===== src/design/pcxy_pkg.sv =====
// Shared types, constants and the sub-block table of the Peano index-to-point mapper.
package pcxy_pkg;

    // Register indexes on the configuration port
    localparam logic [1:0] CFG_LEVELS   = 2'd0;
    localparam logic [1:0] CFG_ORIENT_A = 2'd1;
    localparam logic [1:0] CFG_ORIENT_B = 2'd2;

    localparam int IDX_W  = 16;
    localparam int LV_W   = 4;   // holds a level count up to fifteen
    localparam int CFG_W  = 3;
    localparam int COORD_W = 8;
    localparam int QDEPTH = 2;

    localparam logic [31:0] POW9 [0:8] = '{
        32'd1, 32'd9, 32'd81, 32'd729, 32'd6561, 32'd59049,
        32'd531441, 32'd4782969, 32'd43046721
    };
    localparam logic [31:0] POW3 [0:8] = '{
        32'd1, 32'd3, 32'd9, 32'd27, 32'd81, 32'd243, 32'd729, 32'd2187, 32'd6561
    };

    // One classified item on its way to the back end
    typedef struct packed {
        logic [IDX_W-1:0] idx;
        logic [LV_W-1:0]  lv;
        logic             a;
        logic             b;
        logic             oor;
    } t_item;

    typedef struct packed {
        logic  valid;
        t_item item;
    } t_push;

    // Offset and next orientation for one level
    typedef struct packed {
        logic [1:0] dx;
        logic [1:0] dy;
        logic       a;
        logic       b;
    } t_sub;

    function automatic t_sub subblock(input logic [3:0] digit, input logic a, input logic b);
        t_sub s;
        logic [1:0] ea;
        logic [1:0] eb;
        ea = {1'b0, a};
        eb = {1'b0, b};
        s.a = a;
        s.b = b;
        unique case (digit)
            4'd0: begin
                s.dx = ea << 1;
                s.dy = ea << 1;
            end
            4'd1: begin
                s.dx = ea + eb;
                s.dy = ea - eb + 2'd1;
                s.a  = ~a;
                s.b  = ~b;
            end
            4'd2: begin
                s.dx = eb << 1;
                s.dy = 2'd2 - (eb << 1);
            end
            4'd3: begin
                s.dx = 2'd1 + eb - ea;
                s.dy = 2'd2 - ea - eb;
            end
            4'd4: begin
                s.dx = 2'd1;
                s.dy = 2'd1;
                s.b  = ~b;
            end
            4'd5: begin
                s.dx = ea - eb + 2'd1;
                s.dy = ea + eb;
                s.b  = ~b;
            end
            4'd6: begin
                s.dx = 2'd2 - (eb << 1);
                s.dy = eb << 1;
                s.a  = ~a;
            end
            4'd7: begin
                s.dx = 2'd2 - ea - eb;
                s.dy = 2'd1 + eb - ea;
                s.a  = ~a;
            end
            default: begin
                s.dx = 2'd2 - (ea << 1);
                s.dy = 2'd2 - (ea << 1);
            end
        endcase
        return s;
    endfunction

endpackage


===== src/design/pcxy_front.sv =====
// Front end: configuration registers, input transfer and range classification.
module pcxy_front #(
    parameter int MAX_LEVELS = 5
) (
    input  logic                            i_clk,
    input  logic                            i_rst_n,
    input  logic                            i_cfg_valid,
    output logic                            o_cfg_ready,
    input  logic [1:0]                      i_cfg_index,
    input  logic [pcxy_pkg::CFG_W-1:0]      i_cfg_data,
    input  logic                            i_valid,
    output logic                            o_ready,
    input  logic [pcxy_pkg::IDX_W-1:0]      i_curve_index,
    input  logic                            i_q_full,
    output pcxy_pkg::t_push                 o_push
);

    logic [2:0]                  r_levels;
    logic                        r_orient_a;
    logic                        r_orient_b;
    logic [pcxy_pkg::LV_W-1:0]   lv;
    logic [31:0]                 span;

    assign o_cfg_ready = 1'b1;

    always_ff @(posedge i_clk) begin
        if (!i_rst_n) begin
            r_levels   <= 3'd2;
            r_orient_a <= 1'b0;
            r_orient_b <= 1'b0;
        end else if (i_cfg_valid) begin
            unique case (i_cfg_index)
                pcxy_pkg::CFG_LEVELS:   r_levels   <= i_cfg_data;
                pcxy_pkg::CFG_ORIENT_A: r_orient_a <= i_cfg_data[0];
                pcxy_pkg::CFG_ORIENT_B: r_orient_b <= i_cfg_data[0];
                default: ;  // drop writes beyond the register list
            endcase
        end
    end

    // Clamp depth and look up 9^depth
    always_comb begin
        lv = ({1'b0, r_levels} > 4'(MAX_LEVELS)) ? 4'(MAX_LEVELS) : {1'b0, r_levels};
        span = pcxy_pkg::POW9[0];
        for (int k = 1; k <= 8; k++) begin
            if (lv == 4'(k)) span = pcxy_pkg::POW9[k];
        end
    end

    assign o_ready         = !i_q_full;
    assign o_push.valid    = i_valid && !i_q_full;
    assign o_push.item.idx = i_curve_index;
    assign o_push.item.lv  = lv;
    assign o_push.item.a   = r_orient_a;
    assign o_push.item.b   = r_orient_b;
    assign o_push.item.oor = ({16'b0, i_curve_index} >= span);

endmodule


===== src/design/pcxy_queue.sv =====
// Two-entry queue between front and back end.
module pcxy_queue (
    input  logic            i_clk,
    input  logic            i_rst_n,
    input  pcxy_pkg::t_push i_push,
    output logic            o_full,
    input  logic            i_pop,
    output logic            o_valid,
    output pcxy_pkg::t_item o_item
);

    pcxy_pkg::t_item r_mem [pcxy_pkg::QDEPTH];
    logic            r_wr_ptr;
    logic            r_rd_ptr;
    logic [1:0]      r_count;
    logic            pop;

    assign o_full  = (r_count == 2'(pcxy_pkg::QDEPTH));
    assign o_valid = (r_count != 2'd0);
    assign o_item  = r_mem[r_rd_ptr];
    assign pop     = i_pop && o_valid;

    always_ff @(posedge i_clk) begin
        if (i_push.valid) begin
            r_mem[r_wr_ptr] <= i_push.item;
        end
    end

    always_ff @(posedge i_clk) begin
        if (!i_rst_n) begin
            r_wr_ptr <= 1'b0;
            r_rd_ptr <= 1'b0;
            r_count  <= 2'd0;
        end else begin
            if (i_push.valid) r_wr_ptr <= ~r_wr_ptr;
            if (pop)          r_rd_ptr <= ~r_rd_ptr;
            r_count <= r_count + 2'(i_push.valid) - 2'(pop);
        end
    end

endmodule


===== src/design/pcxy_back.sv =====
// Back end: one pipeline stage per level, each peeling one base-9 digit.
module pcxy_back #(
    parameter int MAX_LEVELS = 5
) (
    input  logic                              i_clk,
    input  logic                              i_rst_n,
    input  logic                              i_q_valid,
    input  pcxy_pkg::t_item                   i_q_item,
    output logic                              o_pop,
    output logic                              o_valid,
    input  logic                              i_ready,
    output logic [pcxy_pkg::COORD_W-1:0]      o_coord_x,
    output logic [pcxy_pkg::COORD_W-1:0]      o_coord_y,
    output logic                              o_out_of_range
);

    localparam int S  = MAX_LEVELS;
    localparam int CW = $clog2(pcxy_pkg::POW3[MAX_LEVELS]);

    logic                          r_vld [S];
    logic [pcxy_pkg::IDX_W-1:0]    r_rem [S];
    logic [CW-1:0]                 r_x   [S];
    logic [CW-1:0]                 r_y   [S];
    logic                          r_a   [S];
    logic                          r_b   [S];
    logic [pcxy_pkg::LV_W-1:0]     r_lv  [S];
    logic                          r_oor [S];

    logic                          en;
    logic [CW+7:0]                 ext_x;
    logic [CW+7:0]                 ext_y;

    // Whole pipe advances when the last stage is empty or being taken
    assign en    = !r_vld[S-1] || i_ready;
    assign o_pop = en;

    genvar j;
    generate
        for (j = 0; j < S; j++) begin : g_stage
            localparam int L = S - 1 - j;

            logic                       s_vld;
            logic [pcxy_pkg::IDX_W-1:0] s_rem;
            logic [CW-1:0]              s_x;
            logic [CW-1:0]              s_y;
            logic                       s_a;
            logic                       s_b;
            logic [pcxy_pkg::LV_W-1:0]  s_lv;
            logic                       s_oor;
            logic [3:0]                 digit;
            pcxy_pkg::t_sub             sub;
            logic                       act;
            logic [CW-1:0]              off_x;
            logic [CW-1:0]              off_y;
            logic [31:0]                rem_next;

            if (j == 0) begin : g_head
                assign s_vld = i_q_valid;
                assign s_rem = i_q_item.idx;
                assign s_x   = '0;
                assign s_y   = '0;
                assign s_a   = i_q_item.a;
                assign s_b   = i_q_item.b;
                assign s_lv  = i_q_item.lv;
                assign s_oor = i_q_item.oor;
            end else begin : g_chain
                assign s_vld = r_vld[j-1];
                assign s_rem = r_rem[j-1];
                assign s_x   = r_x[j-1];
                assign s_y   = r_y[j-1];
                assign s_a   = r_a[j-1];
                assign s_b   = r_b[j-1];
                assign s_lv  = r_lv[j-1];
                assign s_oor = r_oor[j-1];
            end

            // Digit at this level: how many multiples of 9^L fit
            always_comb begin
                digit = 4'd0;
                for (int m = 1; m <= 8; m++) begin
                    if ({16'b0, s_rem} >= 32'(m) * pcxy_pkg::POW9[L]) digit = digit + 4'd1;
                end
            end

            assign act      = !s_oor && (4'(L) < s_lv);
            assign sub      = pcxy_pkg::subblock(digit, s_a, s_b);
            assign rem_next = {16'b0, s_rem} - {28'b0, digit} * pcxy_pkg::POW9[L];
            assign off_x    = (sub.dx == 2'd2) ? CW'(2 * pcxy_pkg::POW3[L]) :
                              (sub.dx == 2'd1) ? CW'(pcxy_pkg::POW3[L]) : '0;
            assign off_y    = (sub.dy == 2'd2) ? CW'(2 * pcxy_pkg::POW3[L]) :
                              (sub.dy == 2'd1) ? CW'(pcxy_pkg::POW3[L]) : '0;

            always_ff @(posedge i_clk) begin
                if (!i_rst_n) begin
                    r_vld[j] <= 1'b0;
                end else if (en) begin
                    r_vld[j] <= s_vld;
                end
            end

            always_ff @(posedge i_clk) begin
                if (en) begin
                    r_lv[j]  <= s_lv;
                    r_oor[j] <= s_oor;
                    if (act) begin
                        r_rem[j] <= rem_next[pcxy_pkg::IDX_W-1:0];
                        r_x[j]   <= s_x + off_x;
                        r_y[j]   <= s_y + off_y;
                        r_a[j]   <= sub.a;
                        r_b[j]   <= sub.b;
                    end else begin
                        r_rem[j] <= s_rem;
                        r_x[j]   <= s_x;
                        r_y[j]   <= s_y;
                        r_a[j]   <= s_a;
                        r_b[j]   <= s_b;
                    end
                end
            end
        end
    endgenerate

    assign ext_x          = {8'b0, r_x[S-1]};
    assign ext_y          = {8'b0, r_y[S-1]};
    assign o_valid        = r_vld[S-1];
    assign o_out_of_range = r_oor[S-1];
    assign o_coord_x      = r_oor[S-1] ? '0 : ext_x[pcxy_pkg::COORD_W-1:0];
    assign o_coord_y      = r_oor[S-1] ? '0 : ext_y[pcxy_pkg::COORD_W-1:0];

endmodule


===== src/design/peano_curve_index_to_xy.sv =====
// Top level of the Peano curve index-to-point mapper.
//
// Usage: present a curve index on i_curve_index with i_valid; it transfers
// when o_ready is high too. One result (o_coord_x, o_coord_y, o_out_of_range)
// follows per index, in order, on o_valid/i_ready.
// Configuration: registers written on i_cfg_valid with i_cfg_index
// (0 levels, 1 start orientation a, 2 start orientation b) and i_cfg_data;
// o_cfg_ready is always high. Write only while the block holds no items.
// Path: the queue entry written at the input transfer feeds the first stage,
// and each of the MAX_LEVELS stages takes one base-9 digit off the index,
// the last one driving the outputs.
// Throughput: one index per cycle while the output is not stalled, set by
// the per-level stage pipeline.
// Indices at or above 9^min(levels, MAX_LEVELS) flag out of range; zero point.
// Reset: levels = 2, orientations 0, queue and pipeline emptied.
// Receiver stall: the pipeline holds, the queue fills, and o_ready drops
// once both queue entries are occupied.
module peano_curve_index_to_xy #(
    parameter int MAX_LEVELS = 5
) (
    input  logic                            i_clk,
    input  logic                            i_rst_n,
    input  logic                            i_cfg_valid,
    output logic                            o_cfg_ready,
    input  logic [1:0]                      i_cfg_index,
    input  logic [pcxy_pkg::CFG_W-1:0]      i_cfg_data,
    input  logic                            i_valid,
    output logic                            o_ready,
    input  logic [pcxy_pkg::IDX_W-1:0]      i_curve_index,
    output logic                            o_valid,
    input  logic                            i_ready,
    output logic [pcxy_pkg::COORD_W-1:0]    o_coord_x,
    output logic [pcxy_pkg::COORD_W-1:0]    o_coord_y,
    output logic                            o_out_of_range
);

    pcxy_pkg::t_push push;
    pcxy_pkg::t_item q_item;
    logic            q_full;
    logic            q_valid;
    logic            pop;

    // Classify each index against the current depth and snapshot the config
    pcxy_front #(
        .MAX_LEVELS (MAX_LEVELS)
    ) u_front (
        .i_clk         (i_clk),
        .i_rst_n       (i_rst_n),
        .i_cfg_valid   (i_cfg_valid),
        .o_cfg_ready   (o_cfg_ready),
        .i_cfg_index   (i_cfg_index),
        .i_cfg_data    (i_cfg_data),
        .i_valid       (i_valid),
        .o_ready       (o_ready),
        .i_curve_index (i_curve_index),
        .i_q_full      (q_full),
        .o_push        (push)
    );

    // Decouple input transfers from output stalls
    pcxy_queue u_queue (
        .i_clk   (i_clk),
        .i_rst_n (i_rst_n),
        .i_push  (push),
        .o_full  (q_full),
        .i_pop   (pop),
        .o_valid (q_valid),
        .o_item  (q_item)
    );

    // Walk the levels from the top digit down, one stage each
    pcxy_back #(
        .MAX_LEVELS (MAX_LEVELS)
    ) u_back (
        .i_clk          (i_clk),
        .i_rst_n        (i_rst_n),
        .i_q_valid      (q_valid),
        .i_q_item       (q_item),
        .o_pop          (pop),
        .o_valid        (o_valid),
        .i_ready        (i_ready),
        .o_coord_x      (o_coord_x),
        .o_coord_y      (o_coord_y),
        .o_out_of_range (o_out_of_range)
    );

endmodule


===== config.mk =====
export PLATFORM = sky130hd
export DESIGN_NAME = peano_curve_index_to_xy
export DESIGN_NICKNAME = d
export VERILOG_FILES = /design/src/design/pcxy_pkg.sv /design/src/design/pcxy_front.sv /design/src/design/pcxy_queue.sv /design/src/design/pcxy_back.sv /design/src/design/peano_curve_index_to_xy.sv
export SDC_FILE = /design/constraint.sdc
export NUM_CORES = 1
export LEC_CHECK = 0
export BUFFER_PORTS_ARGS = -buffer_cell sky130_fd_sc_hd__buf_2
export CAP_MARGIN = 10
export CORE_ASPECT_RATIO = 0.7
export CORE_MARGIN = 1
export CORE_UTILIZATION = 40
export CTS_CLUSTER_SIZE = 10
export DETAILED_ROUTE_END_ITERATION = 10
export SYNTH_ARGS = -nofsm -noshare
export SYNTH_HDL_FRONTEND = slang
export SYNTH_SLANG_ARGS = --single-unit

===== constraint.sdc =====
create_clock -name i_clk -period 8.6 [get_ports i_clk]
set_input_delay 0.43 -clock i_clk [delete_from_list [all_inputs] [get_ports i_clk]]
set_output_delay 0.43 -clock i_clk [all_outputs]
set_load 0.005 [all_outputs]

After elaboration in Yosys (flattened, before gate mapping)
Memory sizes are Yosys's and may differ from the RTL's. A register that Yosys moved wholly into a read port is not among the register bits.
Cells that the tools add are included.
Word-level totals
  memory bits (writable): 244
  memories kept: 9
  register bits after elaboration: 9
Memories
  u_back.r_rem: depth 5, bits a word 16, rd ports 4, clocked after Yosys merged registers in 0, write ports 5, RTL line pcxy_back.sv:21  | logic [pcxy_pkg::IDX_W-1:0] r_rem [S];
  u_queue.r_mem: depth 2, bits a word 22, rd ports 1, clocked after Yosys merged registers in 1, write ports 1, RTL line pcxy_queue.sv:12  | pcxy_pkg::t_item r_mem [pcxy_pkg::QDEPTH];
  u_back.r_x: depth 5, bits a word 8, rd ports 5, clocked after Yosys merged registers in 0, write ports 5, RTL line pcxy_back.sv:22  | logic [CW-1:0] r_x [S];
  u_back.r_y: depth 5, bits a word 8, rd ports 5, clocked after Yosys merged registers in 0, write ports 5, RTL line pcxy_back.sv:23  | logic [CW-1:0] r_y [S];
  u_back.r_lv: depth 5, bits a word 4, rd ports 4, clocked after Yosys merged registers in 0, write ports 5, RTL line pcxy_back.sv:26  | logic [pcxy_pkg::LV_W-1:0] r_lv [S];
  u_back.r_a: depth 5, bits a word 1, rd ports 4, clocked after Yosys merged registers in 0, write ports 5, RTL line pcxy_back.sv:24  | logic r_a [S];
  +3 memories
Cells by class
  equality and inequality tests: 66
  magnitude comparators: 47
  multipliers: 4
  reduce and logical (&&, ||, !) cells: 35
  bitwise operators: 42
  add/subtract/negate cells: 95
  mux-type cells: 155
Operators with widths (count)
  8-bit two-way mux: 22
  4-bit one-hot mux with 8 select lines: 5
  4-bit two-way mux: 38
  4-bit by 1-bit adder with 4-bit output (second input constant): 30
  4-bit by 3-bit equality test with 1-bit output (second input constant): 24
  16-bit two-way mux: 6
  1-bit two-way mux: 71
  8-bit adder: 8
  16-bit by 13-bit >= comparator with 1-bit output (second input constant): 4
  16-bit >= comparator (second input constant): 4
  16-bit by 3-bit >= comparator with 1-bit output (second input constant): 4
  16-bit by 6-bit >= comparator with 1-bit output (second input constant): 4
  4-bit by 2-bit equality test with 1-bit output (second input constant): 12
  16-bit by 10-bit >= comparator with 1-bit output (second input constant): 3
  16-bit by 12-bit >= comparator with 1-bit output (second input constant): 3
  16-bit by 9-bit >= comparator with 1-bit output (second input constant): 3
  16-bit by 15-bit >= comparator with 1-bit output (second input constant): 2
  16-bit by 2-bit >= comparator with 1-bit output (second input constant): 2
  16-bit by 4-bit >= comparator with 1-bit output (second input constant): 2
  16-bit by 5-bit >= comparator with 1-bit output (second input constant): 2
  16-bit by 7-bit >= comparator with 1-bit output (second input constant): 2
  16-bit by 8-bit >= comparator with 1-bit output (second input constant): 2
  1-bit OR: 30
  3-bit OR reduction: 10
  47 further kinds: 151

Depth between registers and ports, before layout
An unclocked memory read counts as a cell.
  word-level depth: 24
  depth in mapped cells: 42
  mapped depth without buffers: 40

Modules after synthesis
Synthesis repeated with hierarchy kept, for this count alone.
Unflattened totals
  cell total of the unflattened synthesis: 2009
  area, all modules: 18890.6 sq um
By module, submodules not included
  pcxy_back: times used 1, cells each 1824, area an instance 16283.1 sq um
  pcxy_queue: times used 1, cells each 94, area an instance 1906.8 sq um
  pcxy_front: times used 1, cells each 91, area an instance 700.7 sq um

Worst setup path before layout
Ideal clock, no wire load.
  path kind: flip-flop to flip-flop
  start point: mem u_back.r_rem[0][11] (netlist bit)
  end point: mem u_back.r_rem[1][14] (netlist bit), data pin
  arrival: 7482 ps
  stages on the path, launching flop included: 36
  path buffers: 0
  period minus slack after synthesis: 7741 ps
  setup time: 259 ps
  required time: 8341 ps
  slack: 859 ps
  cell sequence: edfxtp_1 > or4_1 > or2_2 > nor4_1 > ha_1 > o32ai_2 > inv_1 > ha_1 > nand2_1 > o31ai_1 > ha_1 > nand2b_1 > nand2_1 > ha_1 > nand3_1 > nand3_1 > ha_1 > nand2_1 > xnor2_1 > xnor2_2 > nand4_1 > and3_1 > nor2_1 > inv_1 > ha_1 > inv_1 > fa_1 > xnor2_1 > ha_1 > ha_1 > o21ai_0 > a21boi_0 > o21ai_0 > a21o_1 > a41oi_1 > xnor2_1
RTL lines (RTL line)
  from (decl): pcxy_back.sv:21

==> metrics <==
Final WS setup=520.4 ps; DP Worst Slack=110.3 ps; CP arrival=8500 ps; Hold Path Stages=1; total global routing track utilization=0.1763; final setup violation count=0; final period utilization=0.9395; TritonCTS buffer count=28; clock sink total=216; worst-skew pair later-pin latency=570 ps; global-route wire length before repair=70,470 um; filler cell count=4,317; max-slew violations=0; Vias=14,690; CP Capture Type=flip-flop; dominant synthesized flop cell=edfxtp_1; Routed WL=42,560 um; fin util=0.4508; Max clock buf depth=3; Syn Area/Cell=9.464 um2; first-pass iteration count of the detailed router=6; I/O pin cnt=46; slowest library cell on the worst path=fa_1; share of cells above drive strength 1=0.1084; Max Clock Freq=123.8 MHz; core region area=46,660 um2; worst-margin pin slew=1136 ps; die area=48,400 um2; Hold WC Path Type=in -> reg; EDFF count, synth=205; initial DRC count=1,075; Post-Syn Instances=2,008; Worst Hold Slack=82.19 ps; post-synthesis sequential area ratio=0.3355; vias in the first global route=13,990; Clock transition at path regs=60 ps; most frequent cell on the critical path=ha_1; FFs w/ async S/R, synth=0; Final Hold Fails=0; CTS H-tree depth=1; CTS root buf=clkbuf_16; Antenna Nets Post-Route=0; Worst path max stage delay=500 ps; input/output buffers=44; Post-CTS Hold Fix Bufs=0; max cap viols=0; DR DRC count=0; Worst R2R Path Depth=35; gpl congestion=0.8672; Max-Slew Margin vs Limit=0.2209; CP max FO=13; type of the worst setup path=reg -> reg; Worst setup SP type=flip-flop; area grow syn2layout=10.68%; Netlist cell types=100; YS warnings=0; CTS tree=done; WL/cell=15.72 um; Overflow after GRT=0; clk_skew=11.05 ps; Row Count=66; Syn Nets=2,269; status=finished clean; vias per cell=5.424; mapped cell area=19,000 um2; Final HPWL DP=32,740 um; Die Span X=262.5 um; Synth Register Bits=216; Final min period=8080 ps; Die Ht=184.4 um; CP required=9020 ps; pin count of the biggest net entering global routing=86; Initial Util=0.4073; Nets=2,334; antenna violations before repair=0
## logic make-up (layout without fill, tap and decap cells)
| kind of cell | count (synthesis) | count (layout) | synth area share |
|---|---|---|---|
| AO/OA/AOI/OAI | 445 | 445 | 0.1535 |
| buffers and inverters | 252 | 339 | 0.05247 |
| XOR/XNOR | 163 | 163 | 0.08348 |
| multiplexers | 76 | 76 | 0.04358 |
| other | 1 | 2 | 0.0001973 |
| adder cells (fa/ha/maj) | 235 | 235 | 0.1670 |
| AND/OR/NAND/NOR | 620 | 620 | 0.1643 |
| flip-flops | 216 | 216 | 0.3355 |
## cells in the final DEF (no fill, tap or decap), drive strengths merged, types with 42 or more instances in the layout
cell and count:
nor2 129, o21ai 94, xor2 42, nand3 43, ha 204, xnor2 116
mux2i 44, inv 191, nor2b 42, edfxtp 205, nand2 177, a21oi 123
clkbuf 46, nor3 43, buf 92
## synthesized netlist by cell type (40+ instances only)
master    instances  area, um2
edfxtp_1        205       6156
ha_1            204       2552
inv_1           188      705.7
nand2_1         177      664.4
nor2_1          129      484.2
a21oi_1         123      615.6
xnor2_1         111      972.2
o21ai_0          86      430.4
nand3_1          43      215.2
mux2i_1          42      420.4
nor2b_1          42      262.8
nor3_1           41      205.2
clkbuf_1         40      150.1
xor2_1           40      350.3
## worst max-delay path, delay by kind of cell (launching register included)
| family | cells | cell delay, ps |
|---|---|---|
| fa+ha+maj | 10 | 3360 |
| simple gates | 11 | 1880 |
| compound gates | 10 | 1880 |
| flops | 1 | 400 |
| xor+xnor | 1 | 220 |
| buf+inv | 3 | 170 |
## layer usage
| layer | track usage | share of wire |
|---|---|---|
| met1 | 0.2561 | 0.51 |
| met2 | 0.2744 | 0.42 |
| met3 | 0.02953 | 0.047 |
| met4 | 0.03624 | 0.018 |
| met5 | 0 | 0 |
## worst paths after layout
| path | from | endpoint | slack (ps) |
|---|---|---|---|
| worst max-delay path | flip-flop | u_back.r_rem[0][14] | 520 |
| worst min-delay path | i_curve_index[0] | u_queue.r_mem[1][6] | 80 |
| worst max register to register | flip-flop | u_back.r_rem[0][14] | 520 |
| worst min register to register | u_back.r_lv[0][8] | u_back.r_lv[0][12] | 420 |
## flip-flops by register name, indices dropped and copies added (netlist names), 2 cells and up, named ones only
register and flops:
u_back.r_a 4, u_back.r_b 4, u_back.r_lv 12, u_back.r_oor 5, u_back.r_rem 64, u_back.r_vld 5, u_back.r_x 34, u_back.r_y 34
u_front.r_levels 3, u_queue.r_count 2, u_queue.r_mem 44
## per-stage QoR
| step | std cells | setup TNS (ps) | cell area (um2) |
|---|---|---|---|
| finish | 2708 | 0 | 21030 |
| global route | 2707 | -7.891 | 21030 |
| CTS | 2703 | 0 | 20940 |
| detailed placement | 2651 | 0 | 20080 |
| global placement | 2651 | 0 | 20080 |
| floorplan | 2008 | 0 | 19000 |
## cell type report
class / count / area, um2 / area share
flip-flops and latches: 216 / 6380 / 0.3033
multi-input cells: 1540 / 11700 / 0.5563
clock inverters: 7 / 66.31 / 0.003153
repair buffers: 93 / 588.1 / 0.02796
well taps: 612 / 765.7 / 0.03640
inverters: 194 / 735.7 / 0.03498
diodes: 1 / 2.502 / 0.0001190
clock buffers: 45 / 794.5 / 0.03777
## what timing repair did
item,4_1_cts,5_1_grt
setup buffers,0,4
resized for setup,0,17
setup endpoints to repair,0,20
Power is not shown: default switching activity piles up to over one toggle a cycle in this logic, so the estimate is an artifact.
